## config.mk

```make
export PLATFORM = sky130hd
export DESIGN_NAME = ped_dist_unit
export DESIGN_NICKNAME = d
export VERILOG_FILES = /design/src/ped_pkg.sv /design/src/ped_dist_unit.sv
export SDC_FILE = /design/constraint.sdc
export NUM_CORES = 2
export LEC_CHECK = 0
export ABC_CLOCK_PERIOD_IN_PS = 14800
export BUFFER_PORTS_ARGS = -buffer_cell sky130_fd_sc_hd__buf_2
export CAP_MARGIN = 20
export CORE_UTILIZATION = 71
export CTS_BUF_LIST = sky130_fd_sc_hd__clkbuf_4
export DETAILED_ROUTE_END_ITERATION = 7
export PLACE_DENSITY = 0.9
export SLEW_MARGIN = 15
export SYNTH_ARGS = -nofsm -noshare
export SYNTH_HDL_FRONTEND = slang
export SYNTH_SLANG_ARGS = --single-unit
```

## constraint.sdc

```tcl
create_clock -name clk -period 14.8 [get_ports clk]
set_clock_uncertainty 0.2 [all_clocks]
set_input_delay 0 -clock clk [delete_from_list [all_inputs] [get_ports clk]]
set_output_delay 0 -clock clk [all_outputs]
set_load 0.01 [all_outputs]
```

## src/ped_pkg.sv

```systemverilog
// shared types, constants and fixed-point helpers for the palette dither unit
`default_nettype none

package ped_pkg;

  localparam int MAX_WIDTH       = 1024;
  localparam int PALETTE_ENTRIES = 16;
  localparam int FRAC_BITS       = 8;

  localparam int PIX_W   = 8;
  localparam int ERR_W   = FRAC_BITS + 10;
  localparam int EXT_W   = ERR_W + 3;
  localparam int DIFF_W  = ERR_W + 1;
  localparam int SQ_W    = 2 * DIFF_W - 2;
  localparam int DIST_W  = SQ_W + 2;
  localparam int COL_W   = 10;
  localparam int WIDTH_W = 11;
  localparam int IDX_W   = 4;
  localparam int CNT_W   = 5;
  localparam int LBUF_W  = 3 * ERR_W;

  localparam logic CFG_LINE_WIDTH    = 1'b0;
  localparam logic CFG_PALETTE_COUNT = 1'b1;

  localparam logic MODE_PALETTE = 1'b0;
  localparam logic MODE_PIXEL   = 1'b1;

  localparam logic signed [EXT_W-1:0] ERR_MAX = EXT_W'((1 << (ERR_W - 1)) - 1);
  localparam logic signed [EXT_W-1:0] ERR_MIN = -EXT_W'(1 << (ERR_W - 1));

  typedef logic signed [ERR_W-1:0] err_t;
  typedef err_t [2:0] err3_t;
  typedef logic [2:0][PIX_W-1:0] color_t;

  typedef struct packed {
    logic             valid;
    logic             last;
    logic [IDX_W-1:0] idx;
  } dist_tag_t;

  function automatic logic signed [EXT_W-1:0] ext_err(input err_t e);
    return {{(EXT_W - ERR_W){e[ERR_W-1]}}, e};
  endfunction

  function automatic logic signed [EXT_W-1:0] ext_pix(input logic [PIX_W-1:0] p);
    return {{(EXT_W - PIX_W - FRAC_BITS){1'b0}}, p, {FRAC_BITS{1'b0}}};
  endfunction

  function automatic err_t sat_err(input logic signed [EXT_W-1:0] x);
    err_t r;
    if (x > ERR_MAX) begin
      r = ERR_MAX[ERR_W-1:0];
    end else if (x < ERR_MIN) begin
      r = ERR_MIN[ERR_W-1:0];
    end else begin
      r = x[ERR_W-1:0];
    end
    return r;
  endfunction

  // (e * wgt) / 16 rounded toward minus infinity
  function automatic err_t share(input err_t e, input logic [2:0] wgt);
    logic signed [EXT_W:0] ex;
    logic signed [EXT_W:0] p;
    ex = {{(EXT_W + 1 - ERR_W){e[ERR_W-1]}}, e};
    p  = ex * $signed({{(EXT_W - 2){1'b0}}, wgt});
    return p[ERR_W+3:4];
  endfunction

endpackage

`default_nettype wire

```

## src/ped_dist_unit.sv

```systemverilog
// shared squared-distance unit: three channel squares, then their sum
`default_nettype none

module ped_dist_unit
  import ped_pkg::*;
(
  input  wire logic              clk,
  input  wire logic              rst_n,
  input  wire err3_t             v_i,
  input  wire color_t            col_i,
  input  wire dist_tag_t         tag_i,
  output logic [DIST_W-1:0]      dist_o,
  output color_t                 col_o,
  output dist_tag_t              tag_o
);

  logic [2:0][SQ_W-1:0] sq_r;
  color_t               sq_col_r;
  dist_tag_t            sq_tag_r;
  logic [DIST_W-1:0]    dist_r;
  color_t               dist_col_r;
  dist_tag_t            dist_tag_r;

  logic signed [DIFF_W-1:0]   d [3];
  logic signed [2*DIFF_W-1:0] p [3];

  always_comb begin
    for (int ch = 0; ch < 3; ch++) begin
      d[ch] = $signed({v_i[ch][ERR_W-1], v_i[ch]}) -
              $signed({{(DIFF_W - PIX_W - FRAC_BITS){1'b0}}, col_i[ch], {FRAC_BITS{1'b0}}});
      p[ch] = d[ch] * d[ch];
    end
  end

  always_ff @(posedge clk) begin
    if (!rst_n) begin
      sq_tag_r   <= '0;
      dist_tag_r <= '0;
    end else begin
      sq_tag_r   <= tag_i;
      dist_tag_r <= sq_tag_r;
    end
  end

  always_ff @(posedge clk) begin
    for (int ch = 0; ch < 3; ch++) begin
      sq_r[ch] <= p[ch][SQ_W-1:0];
    end
    sq_col_r   <= col_i;
    dist_r     <= {2'b00, sq_r[0]} + {2'b00, sq_r[1]} + {2'b00, sq_r[2]};
    dist_col_r <= sq_col_r;
  end

  assign dist_o = dist_r;
  assign col_o  = dist_col_r;
  assign tag_o  = dist_tag_r;

endmodule

`default_nettype wire

```

==> results.yml <==
status:
  outcome: "completed"
setup_path:
  crit_buf_inv: 11
  crit_arrival_ns: 10.71
  r2r_cells: 10
  worstSetupPathType: "in -> reg"
  cp-startpoint: "col_i[0]"
  cp.depth: 35
  critPathRequiredTime_ns: 15.38
  critPathLaunchType: "input pin"
  path_common_cell: "fa_1"
  path_max_fanout: 21
  r2r_start: "sq_r[5]$_DFF_P_"
  slowest_delay_ns: 0.68
  slowest_stage: "or2_1"
  path_delay_family: "adder cells"
  cp-end-kind: "flop"
placement:
  gp_congestion: 0.935
  dp_hpwl_mm: 87.4
  io_buffers: 153
worst_hold_path:
  hp-class: "in -> reg"
  whs_path_depth: 6
  min_from: "v_i[3]"
clock_tree:
  clkTransAtPathRegs_ns: 0.07
  cts_buffers: 55
  htreeDepth: 2
  cts.path.max_buffers: 3
  cts_tree: "done"
  hold_buffers: 90
  insertion_delay_ns: 0.89
  postCtsSetupBuffers: 0
  cts.sink_count: 203
  cts_resized: 0
  cts_root_buffer: "clkbuf_4"
synth:
  synth_area_per_cell_um2: 9.48
  synth_flop_cell: "dfxtp_1"
  ys_seq_elements: 203
  synthCells: 4579
  synth_top_area_share_pct: 45.9
  async_flop_share_pct: 0
  synthDistinctLibCells: 82
  synth_area_leaders: "fa_1 (46%), ha_1 (12%), inv_1 (11%)"
  ys_seq_area_share_pct: 9.36
  synth_edf_count: 0
  yosys_warnings: 0
  syn_area_um2: 43400
  yosys.area.top_type: "fa_1"
global_route:
  grt_max_degree: 25
  grt_pass1_vias: 37300
  grt_usage_pct: 37.3
  antenna_found_initial: 5
  overflow: 0
  grt_pass1_wl_mm: 182
routing:
  wl_per_cell_um: 19.6
  wl_mm: 110
  drt_iter0_markers: 2813
  drt-pass1-iter-count: 6
  drc: 0
  vias: 33000
  ant_nets: 0
  via_per_inst: 5.88
timing:
  slew_viol_final: 0
  slew_headroom_pct: 24.3
  finalHoldViolCount: 0
  fin_crit_sh_pct: 68.4
  tightest_slew_ns: 1.13
  rsz0062_at_grt: "false"
  fin_setup_tns_ns: 0
  fmax_mhz: 98.7
  setup_viol: 0
  period_minus_slack_ns: 10.13
floorplan:
  core-area_um2: 60400
  die_h_um: 249
  rows: 90
  initial_core_util_pct: 71.9
  dieArea_um2: 62100
  pin_count: 154
  die_w_um: 249
finish:
  syn2layout_area_growth_pct: 6.79
  drive_gt1_share_pct: 5.90
  nets: 6269
run:
  maxCapViolations: 0
worst paths after layout:
check | to | slack (ns)
worst max-delay path | sq_r[35]$_DFF_P_ | 4.67
worst min-delay path | sq_r[4]$_DFF_P_ | 0.07
worst max register to register | dist_o[36]$_DFF_P_ | 10.93
worst min register to register | col_o[23]$_DFF_P_ | 0.08
cell usage in the layout (no fill, tap or decap), drive strengths merged, types with 6 or more instances in the layout:
master and instances:
fa 996, a211o 6, nand3 64, or3 16
o21bai 22, and2 81, inv 1290, or2 13
nor2 237, clkbuf 71, dfxtp 203, nor3 65
clkinv 25, o31ai 20, o21a 32, nand2b 13
buf 165, a31oi 13, xnor2 149, nand2 355
nor4 7, o211ai 9, ha 410, or4 8
nor2b 20, o21ai 85, and3 18, a31o 12
dlygate4sd3 90, nand3b 8, a211oi 22, xor2 44
a221oi 8, a21boi 9, a21oi 105, a21o 58
per-stage QoR:
step / worst slack (ns) / util [%] / area (µm²) / hold slack (ns) / std cells
finish: 4.67 / 76.8 / 46400 / 0.0730 / 5601
global route: 4.22 / 76.8 / 46300 / 0.0600 / 5599
CTS: 4.78 / 76.8 / 46300 / 0.0113 / 5597
detailed placement: 5.56 / 74.2 / 44800 / -0.0824 / 5412
global placement: 5.91 / 74.2 / 44800 / -0.0846 / 5412
floorplan: 6.85 / - / 43400 / -0.172 / 4581
metal layers:
metal / vias to the layer above / part of all wire (%) / track usage (%)
met2: 1977 / 49 / 62.8
met3: 681 / 9.9 / 8.62
met4: 4 / 6.9 / 22.2
met5: - / 0.026 / 0
met1: 16200 / 34 / 43.8
li1: 14100 / - / -
cell families after synthesis:
logic type                 after synthesis  synth area share, %
AOI/OAI and AO/OA                      445                 7.02
xor gates and xnor gates               193                 3.89
adders and majority gates             1406                 57.8
buffers and inverters                 1408                 12.3
DFF                                    203                 9.36
muxes                                    3               0.0721
other                                    1              0.00864
and+or+nand+nor                        920                 9.60
sequential cells by signal, summed over array words and instances, names as in the netlist:
signal,count
tag_o,6
sq_r,105
dist_o,38
col_o,24
sq_tag_r,6
sq_col_r,24
synth_stat cells (6+ instances only):
| master | n |
|---|---|
| nand2_1 | 355 |
| or3_1 | 16 |
| fa_1 | 996 |
| a31oi_1 | 11 |
| or4_1 | 8 |
| dfxtp_1 | 203 |
| nand2b_1 | 13 |
| o21ai_0 | 66 |
| and3_1 | 18 |
| a211oi_1 | 20 |
| nand3_1 | 64 |
| a21oi_1 | 105 |
| a21boi_1 | 6 |
| nand3b_1 | 8 |
| and2_1 | 81 |
| o21bai_1 | 22 |
| xor2_1 | 44 |
| nor2b_1 | 20 |
| xnor2_1 | 149 |
| a31o_1 | 9 |
| inv_2 | 7 |
| ha_1 | 410 |
| inv_1 | 1281 |
| nor2_1 | 234 |
| o211ai_1 | 9 |
| nor4_1 | 7 |
| buf_1 | 10 |
| o31ai_1 | 20 |
| a21o_1 | 58 |
| o21a_1 | 32 |
| a211o_1 | 6 |
| buf_2 | 16 |
| o21ai_1 | 18 |
| nor3_1 | 64 |
| or2_2 | 11 |
| clkbuf_1 | 85 |
layout make-up:
type,instances,area [µm²]
diodes,4,10.0
clock buffers,71,533
flip-flops and latches,203,4060
multi-input cells,2970,34000
fillers,3625,14000
inverters,1292,4850
well taps,782,978
clock inverters,24,145
repair buffers,255,1760
worst reg2reg max path: cells and delay by family, from the launching register on:
family,cells,cell delay (ns)
XOR/XNOR,1,0.41
AO/OA/AOI/OAI,7,1.97
flip-flops,1,0.34
adder cells (fa/ha/maj),2,0.83
Power is not shown: default switching activity piles up to over one toggle a cycle in this logic, so the estimate is an artifact.
